<file path="src/hdl/ush_pkg.sv">
// ----------------------------------------------------------------------------
// ush_pkg
// Shared types, constants and helper functions for the UTF-8 sanitiser with
// hex escape.
// ----------------------------------------------------------------------------
package ush_pkg;

    localparam logic [7:0] C_ASCII_MAX  = 8'h7F;
    localparam logic [7:0] C_MASK_2     = 8'hE0;
    localparam logic [7:0] C_LEAD_2     = 8'hC0;
    localparam logic [7:0] C_MASK_3     = 8'hF0;
    localparam logic [7:0] C_LEAD_3     = 8'hE0;
    localparam logic [7:0] C_MASK_4     = 8'hF8;
    localparam logic [7:0] C_LEAD_4     = 8'hF0;
    localparam logic [7:0] C_MASK_CONT  = 8'hC0;
    localparam logic [7:0] C_CONT       = 8'h80;
    localparam logic [7:0] C_BACKSLASH  = 8'h5C;
    localparam logic [7:0] C_LETTER_X   = 8'h78;

    typedef enum logic [2:0] {
        ST_IDLE,
        ST_RAW,
        ST_BSL,
        ST_X,
        ST_HI,
        ST_LO
    } t_state;

    typedef enum logic [2:0] {
        SEL_RAW,
        SEL_BSL,
        SEL_X,
        SEL_HI,
        SEL_LO
    } t_char_sel;

    typedef enum logic [1:0] {
        KIND_NONE,
        KIND_RAW,
        KIND_ESC
    } t_kind;

    typedef struct packed {
        logic      load;
        logic      advance;
        t_char_sel sel;
    } t_cmd;

    typedef struct packed {
        logic plan_any;   // accepted byte would give at least one character
        logic plan_esc0;  // first item of that plan is escaped
        logic more;       // another item follows the current one
        logic nxt_esc;    // next item is escaped
        logic last;       // current item list closes the stream
    } t_status;

    // Sequence length from a lead byte, zero when not a lead
    function automatic logic [2:0] lead_length(input logic [7:0] b);
        logic [2:0] len;
        len = 3'd0;
        if ((b & C_MASK_2) == C_LEAD_2)      len = 3'd2;
        else if ((b & C_MASK_3) == C_LEAD_3) len = 3'd3;
        else if ((b & C_MASK_4) == C_LEAD_4) len = 3'd4;
        return len;
    endfunction

    function automatic logic [7:0] hex_digit(input logic [3:0] v);
        logic [7:0] d;
        if (v < 4'd10) d = 8'h30 + {4'h0, v};
        else           d = 8'h57 + {4'h0, v};
        return d;
    endfunction

endpackage

</file>
<file path="src/hdl/ush_datapath.sv">
// ----------------------------------------------------------------------------
// ush_datapath
// Sequence tracking state, the item list of the current transfer and the
// output character mux.
// ----------------------------------------------------------------------------
module ush_datapath import ush_pkg::*; (
    input  logic       i_clk,
    input  logic       i_rst_n,
    input  t_cmd       i_cmd,
    input  logic [7:0] i_in_byte,
    input  logic       i_in_last,
    output t_status    o_status,
    output logic [7:0] o_out_char
);

    // pending sequence
    logic [7:0] r_held [3];
    logic [1:0] r_hcnt;
    logic [2:0] r_need;

    // item list for the transfer being emitted
    logic [7:0] r_item [4];
    logic       r_esc  [4];
    logic [2:0] r_n;
    logic [1:0] r_idx;
    logic       r_last;

    logic       w_cont, w_pend, w_complete, w_extend, w_broken, w_ascii;
    logic [2:0] w_len;
    logic [1:0] w_held_n;
    logic       w_held_esc;
    t_kind      w_bkind;
    logic [2:0] w_plan_n;
    logic [7:0] w_cur;

    assign w_cont     = (i_in_byte & C_MASK_CONT) == C_CONT;
    assign w_pend     = r_hcnt != 2'd0;
    assign w_complete = w_pend && w_cont && (({1'b0, r_hcnt} + 3'd1) >= r_need);
    assign w_extend   = w_pend && w_cont && !w_complete;
    assign w_broken   = w_pend && !w_cont;
    assign w_ascii    = i_in_byte <= C_ASCII_MAX;
    assign w_len      = lead_length(i_in_byte);

    always_comb begin
        w_held_n   = 2'd0;
        w_held_esc = 1'b1;
        w_bkind    = KIND_NONE;
        if (w_complete) begin
            w_held_n   = r_hcnt;
            w_held_esc = 1'b0;
            w_bkind    = KIND_RAW;
        end else if (w_extend) begin
            // end of stream inside a sequence: everything gets escaped
            if (i_in_last) begin
                w_held_n = r_hcnt;
                w_bkind  = KIND_ESC;
            end
        end else begin
            if (w_broken) w_held_n = r_hcnt;
            if (w_ascii)              w_bkind = KIND_RAW;
            else if (w_len != 3'd0)   w_bkind = i_in_last ? KIND_ESC : KIND_NONE;
            else                      w_bkind = KIND_ESC;
        end
    end

    assign w_plan_n = {1'b0, w_held_n} + {2'b00, w_bkind != KIND_NONE};

    assign o_status.plan_any  = w_plan_n != 3'd0;
    assign o_status.plan_esc0 = (w_held_n != 2'd0) ? w_held_esc : (w_bkind == KIND_ESC);
    assign o_status.more      = ({1'b0, r_idx} + 3'd1) < r_n;
    assign o_status.nxt_esc   = r_esc[r_idx + 2'd1];
    assign o_status.last      = r_last;

    // sequence state
    always_ff @(posedge i_clk) begin
        if (!i_rst_n) begin
            r_hcnt <= 2'd0;
            r_need <= 3'd0;
        end else if (i_cmd.load) begin
            if (w_complete) begin
                r_hcnt <= 2'd0;
                r_need <= 3'd0;
            end else if (w_extend) begin
                if (i_in_last) begin
                    r_hcnt <= 2'd0;
                    r_need <= 3'd0;
                end else begin
                    r_hcnt <= r_hcnt + 2'd1;
                end
            end else if (!w_ascii && w_len != 3'd0 && !i_in_last) begin
                r_hcnt <= 2'd1;
                r_need <= w_len;
            end else begin
                r_hcnt <= 2'd0;
                r_need <= 3'd0;
            end
        end
    end

    always_ff @(posedge i_clk) begin
        if (i_cmd.load) begin
            // extension only happens with one or two bytes held
            if (w_extend && !i_in_last && r_hcnt != 2'd3) begin
                r_held[r_hcnt] <= i_in_byte;
            end else if (!w_pend || w_broken) begin
                r_held[0] <= i_in_byte;
            end
        end
    end

    // item list: held bytes first, then the new byte
    always_ff @(posedge i_clk) begin
        if (i_cmd.load) begin
            for (int k = 0; k < 3; k++) begin
                r_item[k] <= (2'(k) < w_held_n) ? r_held[k] : i_in_byte;
                r_esc[k]  <= (2'(k) < w_held_n) ? w_held_esc : (w_bkind == KIND_ESC);
            end
            r_item[3] <= i_in_byte;
            r_esc[3]  <= w_bkind == KIND_ESC;
            r_last    <= i_in_last;
        end
    end

    always_ff @(posedge i_clk) begin
        if (!i_rst_n) begin
            r_n   <= 3'd0;
            r_idx <= 2'd0;
        end else if (i_cmd.load) begin
            r_n   <= w_plan_n;
            r_idx <= 2'd0;
        end else if (i_cmd.advance) begin
            r_idx <= r_idx + 2'd1;
        end
    end

    assign w_cur = r_item[r_idx];

    always_comb begin
        unique case (i_cmd.sel)
            SEL_RAW: o_out_char = w_cur;
            SEL_BSL: o_out_char = C_BACKSLASH;
            SEL_X:   o_out_char = C_LETTER_X;
            SEL_HI:  o_out_char = hex_digit(w_cur[7:4]);
            SEL_LO:  o_out_char = hex_digit(w_cur[3:0]);
            default: o_out_char = w_cur;
        endcase
    end

    a_idle_no_length: assert property (@(posedge i_clk) disable iff (!i_rst_n)
        (r_hcnt == 2'd0) |-> (r_need == 3'd0))
        else $error("length set with no sequence pending");

    a_held_below_length: assert property (@(posedge i_clk) disable iff (!i_rst_n)
        (r_hcnt != 2'd0) |-> ({1'b0, r_hcnt} < r_need))
        else $error("held bytes reached sequence length");

    a_item_count: assert property (@(posedge i_clk) disable iff (!i_rst_n)
        r_n <= 3'd4)
        else $error("item list overflow");

endmodule

</file>
<file path="src/hdl/ush_ctrl.sv">
// ----------------------------------------------------------------------------
// ush_ctrl
// Character sequencer: walks the item list, one output character per
// transfer, four characters for each escaped item.
// ----------------------------------------------------------------------------
module ush_ctrl import ush_pkg::*; (
    input  logic    i_clk,
    input  logic    i_rst_n,
    input  logic    i_in_valid,
    output logic    o_in_ready,
    output logic    o_out_valid,
    input  logic    i_out_ready,
    output logic    o_run_last,
    output logic    o_stream_last,
    input  t_status i_status,
    output t_cmd    o_cmd
);

    t_state r_state, n_state;
    t_state w_plan_state;
    logic   w_final, w_accept, w_item_end;

    assign w_item_end   = (r_state == ST_RAW) || (r_state == ST_LO);
    assign w_final      = w_item_end && !i_status.more;
    assign o_in_ready   = (r_state == ST_IDLE) || (w_final && i_out_ready);
    assign w_accept     = i_in_valid && o_in_ready;
    assign w_plan_state = !i_status.plan_any ? ST_IDLE :
                          (i_status.plan_esc0 ? ST_BSL : ST_RAW);

    always_comb begin
        n_state = r_state;
        unique case (r_state)
            ST_IDLE: begin
                if (w_accept) n_state = w_plan_state;
            end
            ST_RAW, ST_LO: begin
                if (i_out_ready) begin
                    if (i_status.more)  n_state = i_status.nxt_esc ? ST_BSL : ST_RAW;
                    else if (w_accept)  n_state = w_plan_state;
                    else                n_state = ST_IDLE;
                end
            end
            ST_BSL: begin
                if (i_out_ready) n_state = ST_X;
            end
            ST_X: begin
                if (i_out_ready) n_state = ST_HI;
            end
            ST_HI: begin
                if (i_out_ready) n_state = ST_LO;
            end
            default: n_state = ST_IDLE;
        endcase
    end

    always_ff @(posedge i_clk) begin
        if (!i_rst_n) begin
            r_state <= ST_IDLE;
        end else begin
            r_state <= n_state;
        end
    end

    always_comb begin
        o_cmd.load    = w_accept;
        o_cmd.advance = w_item_end && i_out_ready && i_status.more;
        o_out_valid   = r_state != ST_IDLE;
        o_run_last    = w_final;
        o_stream_last = w_final && i_status.last;
        unique case (r_state)
            ST_BSL:  o_cmd.sel = SEL_BSL;
            ST_X:    o_cmd.sel = SEL_X;
            ST_HI:   o_cmd.sel = SEL_HI;
            ST_LO:   o_cmd.sel = SEL_LO;
            default: o_cmd.sel = SEL_RAW;
        endcase
    end

    a_escape_order: assert property (@(posedge i_clk) disable iff (!i_rst_n)
        (r_state == ST_BSL && i_out_ready) |=> (r_state == ST_X))
        else $error("escape sequence out of order");

    a_stall_holds: assert property (@(posedge i_clk) disable iff (!i_rst_n)
        (o_out_valid && !i_out_ready) |=> $stable(r_state))
        else $error("sequencer moved while output stalled");

    a_load_exclusive: assert property (@(posedge i_clk) disable iff (!i_rst_n)
        o_cmd.load |-> !o_cmd.advance)
        else $error("load and advance in the same cycle");

endmodule

</file>
<file path="src/hdl/utf8_sanitizer_hex_escape.sv">
// ----------------------------------------------------------------------------
// utf8_sanitizer_hex_escape
// Streaming UTF-8 sanitiser: valid sequences pass, bad bytes become \xhh.
// ----------------------------------------------------------------------------
// One output character leaves per clock cycle while the output is ready; the
// block is limited by its single character sequencer. An input byte causes
// one character for a plain byte and four per escaped byte, up to 16 in all,
// and none when it only extends a pending sequence. The next byte is taken
// in the cycle the last character of the previous one is transferred, so
// clean ASCII text runs at one byte per cycle while the output is ready.
module utf8_sanitizer_hex_escape import ush_pkg::*; (
    input  logic       i_clk,
    input  logic       i_rst_n,
    input  logic       i_in_valid,
    output logic       o_in_ready,
    input  logic [7:0] i_in_byte,
    input  logic       i_in_last,
    output logic       o_out_valid,
    input  logic       i_out_ready,
    output logic [7:0] o_out_char,
    output logic       o_run_last,
    output logic       o_stream_last
);

    t_cmd    w_cmd;
    t_status w_status;

    ush_ctrl u_ctrl (
        .i_clk         (i_clk),
        .i_rst_n       (i_rst_n),
        .i_in_valid    (i_in_valid),
        .o_in_ready    (o_in_ready),
        .o_out_valid   (o_out_valid),
        .i_out_ready   (i_out_ready),
        .o_run_last    (o_run_last),
        .o_stream_last (o_stream_last),
        .i_status      (w_status),
        .o_cmd         (w_cmd)
    );

    ush_datapath u_datapath (
        .i_clk      (i_clk),
        .i_rst_n    (i_rst_n),
        .i_cmd      (w_cmd),
        .i_in_byte  (i_in_byte),
        .i_in_last  (i_in_last),
        .o_status   (w_status),
        .o_out_char (o_out_char)
    );

endmodule
</file>
<file path="config.mk">
export PLATFORM = sky130hd
export DESIGN_NAME = utf8_sanitizer_hex_escape
export DESIGN_NICKNAME = d
export VERILOG_FILES = /design/src/hdl/ush_pkg.sv /design/src/hdl/ush_datapath.sv /design/src/hdl/ush_ctrl.sv /design/src/hdl/utf8_sanitizer_hex_escape.sv
export SDC_FILE = /design/constraint.sdc
export NUM_CORES = 1
export LEC_CHECK = 0
export ABC_CLOCK_PERIOD_IN_PS = 4200
export BUFFER_PORTS_ARGS = -buffer_cell sky130_fd_sc_hd__clkbuf_2
export CELL_PAD_IN_SITES_DETAIL_PLACEMENT = 1
export CELL_PAD_IN_SITES_GLOBAL_PLACEMENT = 1
export CORE_MARGIN = 4
export CORE_UTILIZATION = 49
export CTS_BUF_LIST = sky130_fd_sc_hd__clkbuf_16
export DETAILED_ROUTE_END_ITERATION = 6
export HOLD_SLACK_MARGIN = 0.05
export PLACE_DENSITY_LB_ADDON = 0.1
export SLEW_MARGIN = 20
export SYNTH_ARGS = -nofsm -noshare
export SYNTH_HDL_FRONTEND = slang
export SYNTH_SLANG_ARGS = --single-unit
</file>
<file path="constraint.sdc">
create_clock -name i_clk -period 4.2 [get_ports i_clk]
set_input_delay 0.42 -clock i_clk [delete_from_list [all_inputs] [get_ports i_clk]]
set_output_delay 0.42 -clock i_clk [all_outputs]
set_load 0.05 [all_outputs]
</file>
# ---- Word level (Yosys, flattened, before mapping)
# Memories as Yosys holds them, arrays and structs flattened. A register that Yosys moved wholly into a read port is not among the register bits.
# Index checks and enable logic that the tools add are counted.
dict set report totals {
  n_memories 3
  mem_bits_ro 0
  wordCells 140
  latch_bits 0
  inputBits 13
  ramBits 60
  reg_bits 14
}
# name depth width read_ports rd_ports_with_merged_regs write_ports line_no
set mem_list {}
lappend mem_list {u_datapath.r_item 4 8 1 1 4 ush_datapath.sv:22} ;# logic [7:0] r_item [4];
lappend mem_list {u_datapath.r_held 3 8 3 0 1 ush_datapath.sv:17} ;# logic [7:0] r_held [3];
lappend mem_list {u_datapath.r_esc 4 1 1 0 4 ush_datapath.sv:23} ;# logic r_esc [4];
dict set report classes {
  add_sub_neg 9
  magnitude_cmp 8
  div 0
  multipliers 0
  muxes 57
  n_bitwise 1
  reduce_logical 35
  eq_ne 21
  shift 0
}
# operator count
set ops {}
lappend ops {{$mux W8} 6}
lappend ops {{$mux W3} 15}
lappend ops {{$mux W2} 17}
lappend ops {{$pmux W8 S4} 1}
lappend ops {{$add A7 B4 Y8 const A} 2}
lappend ops {{$mux W1} 16}
lappend ops {{$pmux W3 S5} 1}
lappend ops {{$add A6 B4 Y7 const A} 2}
lappend ops {{$logic_and A1 B1 Y1} 14}
lappend ops {{$eq A3 B2 Y1 const B} 4}
lappend ops {{$eq A3 B3 Y1 const B} 4}
lappend ops {{$pmux W3 S4} 1}
lappend ops {{$ne A2 B2 Y1 const B} 5}
lappend ops {{$reduce_bool A3 Y1} 3}
lappend ops {{$le A8 B7 Y1 const B} 1}
lappend ops {{$lt A4 B4 Y1 const B} 2}
lappend ops {{$reduce_or A8 Y1} 1}
lappend ops {{$add A2 B1 Y3 const B} 2}
lappend ops {{$eq A3 B1 Y1 const B} 2}
lappend ops {{$logic_not A1 Y1} 6}
lappend ops {{$reduce_bool A2 Y1} 3}
lappend ops {{$eq A5 B5 Y1 const B} 1}
lappend ops {{$reduce_and A5 Y1} 1}
lappend ops {{$add A2 B1 Y2 const B} 2}
lappend ops {{other kinds (14)} 19}

# ---- Logic depth before layout (Yosys ltp)
dict set report depth {
  word_depth 17
  mapped_depth 16
}

# ---- Cells and area by module
# A second synthesis with hierarchy kept.
dict set report hier_totals {
  hier_cells 313
  hier_area_um2 3966.3
}
# mod instances area_per_inst_um2 cells_each seq_area_each_um2
set modules_own_cells {}
lappend modules_own_cells {ush_datapath 1 3594.7 264 2072.0}
lappend modules_own_cells {ush_ctrl 1 371.6 49 60.1}

# ---- Worst setup path before layout
# Ideal clock, no wire load.
dict set report synth_timing {
  path_type {register to register}
  from {reg u_datapath.r_hcnt[0]}
  to {reg u_ctrl.r_state[1]}
  path_slack_ns 0.781
  n_path_buf 1
  synth_period_minus_slack_ns 3.419
  path_stages_with_launch 16
  arrival_ns 3.301
  path_cell_list {dfxtp_1 clkbuf_1 inv_1 ha_1 ha_1 a21oi_1 o211ai_1 a21oi_1 a211o_1 ha_1 ha_1 or3_1 o21ai_0 o21ai_0 a311o_1 o2111a_1}
}
dict set report synth_via {
  elab_chain_len 15
}
# element line_no
set synth_rtl {}
lappend synth_rtl {{from (decl)} ush_datapath.sv:18} ;# logic [1:0] r_hcnt;
lappend synth_rtl {{from (signal assigned)} ush_datapath.sv:88} ;# r_hcnt <= r_hcnt + 2'd1;
lappend synth_rtl {{$add A2 B1 Y3 or $reduce_bool A2 Y1 (tied branches)} {ush_datapath.sv:38, ush_datapath.sv:37}}
lappend synth_rtl {{$ge A3 B3 Y1 or $logic_and A1 B1 Y1 (tied branches)} {ush_datapath.sv:38, ush_datapath.sv:39}}
lappend synth_rtl {{$logic_and A1 B1 Y1} ush_datapath.sv:38} ;# assign w_complete = w_pend && w_cont && (({1'b0, r_hcnt} + 3'd1) >= r_need);
lappend synth_rtl {{$logic_not A1 Y1} ush_datapath.sv:39} ;# assign w_extend = w_pend && w_cont && !w_complete;
lappend synth_rtl {{$logic_and A1 B1 Y1} ush_datapath.sv:39}
lappend synth_rtl {{$mux W2} ush_datapath.sv:52} ;# end else if (w_extend) begin
lappend synth_rtl {{$mux W2} ush_datapath.sv:48} ;# if (w_complete) begin
lappend synth_rtl {{$reduce_bool A2 Y1} ush_datapath.sv:66} ;# assign w_plan_n = {1'b0, w_held_n} + {2'b00, w_bkind != KIND_NONE};
lappend synth_rtl {{$add A2 B1 Y3 *} ush_datapath.sv:66}
lappend synth_rtl {{named net u_datapath.w_plan_n[1]} ush_datapath.sv:33} ;# logic [2:0] w_plan_n;
lappend synth_rtl {{$reduce_bool A3 Y1 *} ush_datapath.sv:68} ;# assign o_status.plan_any = w_plan_n != 3'd0;
lappend synth_rtl {{$mux W3 *} ush_ctrl.sv:27} ;# assign w_plan_state = !i_status.plan_any ? ST_IDLE :
lappend synth_rtl {{$mux W3} ush_ctrl.sv:39} ;# else if (w_accept) n_state = w_plan_state;
lappend synth_rtl {{$mux W3} ush_ctrl.sv:38} ;# if (i_status.more) n_state = i_status.nxt_esc ? ST_BSL : ST_RAW;
lappend synth_rtl {{$mux W3} ush_ctrl.sv:37} ;# if (i_out_ready) begin
lappend synth_rtl {{$pmux W3 S5 *} ush_ctrl.sv:32} ;# unique case (r_state)
lappend synth_rtl {{to (signal assigned)} ush_ctrl.sv:60} ;# r_state <= n_state;
lappend synth_rtl {{to (decl)} ush_ctrl.sv:19} ;# t_state r_state, n_state;
# Mark *: on every way through the listed nets, which the timed path passes. The rest lies on a longest branch. The select of a mux whose other input is x is not followed.
# A chain may end at the register's enable or synchronous reset.

# ---- Worst setup path in the final report
# Ends and elaborated chain as after synthesis.

==> impl_results.md <==
- Outcome: finished clean
- Clock Tree Root: clkbuf_16
- Synthesized flop and latch total: 76
- DRC: 0
- CP max FO: 10
- Post-synth EDFFs: 61
- Reg2Reg Setup Slack: between 0.4 and 0.5 ns
- Hold path cells: 1
- Top FF cell, synth: edfxtp_1
- Rel. slew slack: 0.619
- RSZ-0062 raised after global routing: no
- Critical path endpoint category: flop
- GRT Total Usage: 0.196
- Placer Congestion: ~0.81
- Number of post-CTS setup repair buffers: 0
- # H-tree levels: 3
- Share of layout cells above drive strength 1: 0.226
- IO Port Bufs: 24
- Post-synthesis average cell area: about 12 um2
- GRT overflow: 0
- Slew Limit Fails: 0
- Post-Route WL: ~8600 um
- First-pass GRT wire length: around 14,000 um
- Drt via density: ~5.8
- FILL cells: ~810
- DR iter-0 viols: roughly 140
- Capturing point of the worst reg2reg path: u_ctrl.r_state[1]
- Ant diodes: 0
- Critical setup path kind: reg -> reg
- Yosys warning total: 0
- Final setup violating endpoints: 0
- ANT nets after route: 0
- R2R depth: 14
- Clock Pin Slew Worst Setup and Hold Paths: roughly 0.06 ns
- Critical path startpoint category: flop
- Fraction of registers with async set/reset: 0
- CTS tree: built
- Clk_lat worst skew: ~0.33 ns
- Hpwl dp: between 6000 and 7000 um
- Synth Instances: 318
- Post-CTS Hold Fix Bufs: 0
- Worst setup margin: ~0.46 ns
- DRT Pass-1 Iters: 4
- Num CTS Buffers: 9
- Antenna violations before repair: 0
- Mapped Nets: about 340
- Chip height: ~97 um
- Post-route cell area: roughly 4400 um2
- Cell Area, Placed: 4070 um2
- Final hold vios: 0
- DR WL/cell: around 19 um
- Cell variety after synth: 53
- Worst Max-Slew Pin Slew: about 0.57 ns
- Crit share post-route: 0.890
- Seq/Total Area, Yosys: 0.554
- Worst slack, placed: around 0.52 ns
- Top cells by count, synth: edfxtp_1, nand2_1, inv_1, mux2_2, o21ai_0
- Leak: 1.63 nW
- WP data required: between 4 and 5 ns
- Top cell type's share of synthesized area: 0.476
- Clock skew: 0.00805 ns
- I/O pin cnt: 25
- Maximum vdd drop: 402 uV
- Worst Hold Class: in -> reg
- Core area: approximately 7700 um2
- Setup_tns: 0 ns
- Ranking of synthesized cells by area: edfxtp_1, dfxtp_1, mux2_2
- Final core occ: 0.573
- Initial Utilization: 0.501
- Vias: between 2,000 and 3,000
- Largest net degree at the start of global routing: 42
- Vias in the first global route: approximately 2,800
- Sinks on Clock Net: between 70 and 80
- Max Cap Violations: 0
- Layout Nets: 370
- HP Start: i_in_byte[0]
- PwrDens: 532 nW/um2
- R2R Path Start: u_datapath.r_hcnt[0]
- Area delta synth->final: 14.4%
- Placement row count: 32
- Worst Hold End: u_datapath.r_item[3][0]
- Max clock buf depth: 2
- Mapped Area: between 3000 and 4000 um2
- Leading area contributor after synthesis: edfxtp_1
- Area of the multi-input gates: between 1500 and 2000 um2
- Count leader, synth: edfxtp_1
- Fmax: 267 MHz
- DIE WIDTH: 96.6 um
- Sequential Area: between 2000 and 2500 um2
- Worst hold slack: between 0.3 and 0.4 ns
- Cells resized by post-CTS repair: 0
- Die ar.: 9340 um2
- Final min period: about 3.7 ns
- WP data arrival: 3.96 ns
final cells by class:
| type | count | area share |
|---|---|---|
| clock inverters | 7 | 0.0242 |
| inverters | 24 | 0.0205 |
| flip-flops and latches | 76 | 0.484 |
| well taps | 102 | 0.0290 |
| multi-input cells | 205 | 0.355 |
| clock buffers | 9 | 0.0512 |
| repair buffers | 29 | 0.0358 |
critical path: stages (launching register included):
cell      delay (ns)
dfxtp_1         0.54
inv_1           0.14
ha_1            0.33
ha_1            0.28
a21oi_1         0.08
o211ai_1        0.26
a21oi_1         0.17
a211o_1         0.30
ha_1            0.19
ha_1            0.28
or3_1           0.36
o21ai_0         0.16
o21ai_0         0.10
a311o_1         0.28
o2111a_1        0.15
metrics by stage:
stage	power [mW]	cells
floorplan	1.37	318
global placement	1.50	436
detailed placement	1.52	436
CTS	2.37	452
global route	2.47	452
finish	2.34	452
flip-flops by register name, summed over array words and instances, names as in the netlist, named ones only:
signal             flops
u_datapath.r_held     24
u_datapath.r_item     32
u_ctrl.r_state         3
u_datapath.r_last      1
u_datapath.r_idx       2
u_datapath.r_esc       4
u_datapath.r_need      3
u_datapath.r_n         3
u_datapath.r_hcnt      2
layer usage:
layer  global-route usage  wire length [um]
met4               0.0778               133
met5                    0                 0
met2                0.320              4340
met3               0.0382               374
met1                0.259              3760
how the worst max path moves through the flow:
stage / end / startpoint / slack [ns]
after floorplan: u_ctrl.r_state[1] / u_datapath.r_hcnt[0] / 0.78
after global placement: u_ctrl.r_state[1] / u_datapath.r_hcnt[0] / 0.65
after detailed placement: u_ctrl.r_state[1] / u_datapath.r_hcnt[0] / 0.52
after CTS: u_ctrl.r_state[1] / u_datapath.r_hcnt[0] / 0.47
after global routing: u_ctrl.r_state[1] / u_datapath.r_hcnt[0] / 0.24
final: u_ctrl.r_state[1] / u_datapath.r_hcnt[0] / 0.46
layout by cell type (no fill, tap or decap), drive strengths merged, types with 4 or more instances in the layout:
master,synthesis,final
a21oi,16,16
and2,6,6
buf,7,5
clkbuf,6,33
dfxtp,15,15
edfxtp,61,61
ha,12,12
inv,23,27
mux2,22,22
mux2i,6,6
mux4,9,9
nand2,24,24
nand3,11,11
nor2,14,14
nor3,8,8
nor4,4,4
o21a,4,4
o21ai,20,20
or3,4,4
power by group:
part	switching, mW	internal, mW
combinational	0.362	0.158
clock	0.314	0.531
sequential	0.0461	0.933
kinds of logic (layout without fill, tap and decap cells):
| kind of cell | count (synthesis) | in the layout | synth area share |
|---|---|---|---|
| muxes | 37 | 37 | 0.136 |
| buffers and inverters | 37 | 69 | 0.0400 |
| and+or+nand+nor | 88 | 88 | 0.115 |
| AOI/OAI and AO/OA | 66 | 66 | 0.112 |
| DFF | 76 | 76 | 0.554 |
| xor gates and xnor gates | 2 | 2 | 0.00455 |
| adders and majority gates | 12 | 12 | 0.0390 |
No activity file was read; power rests on OpenSTA's default activity.
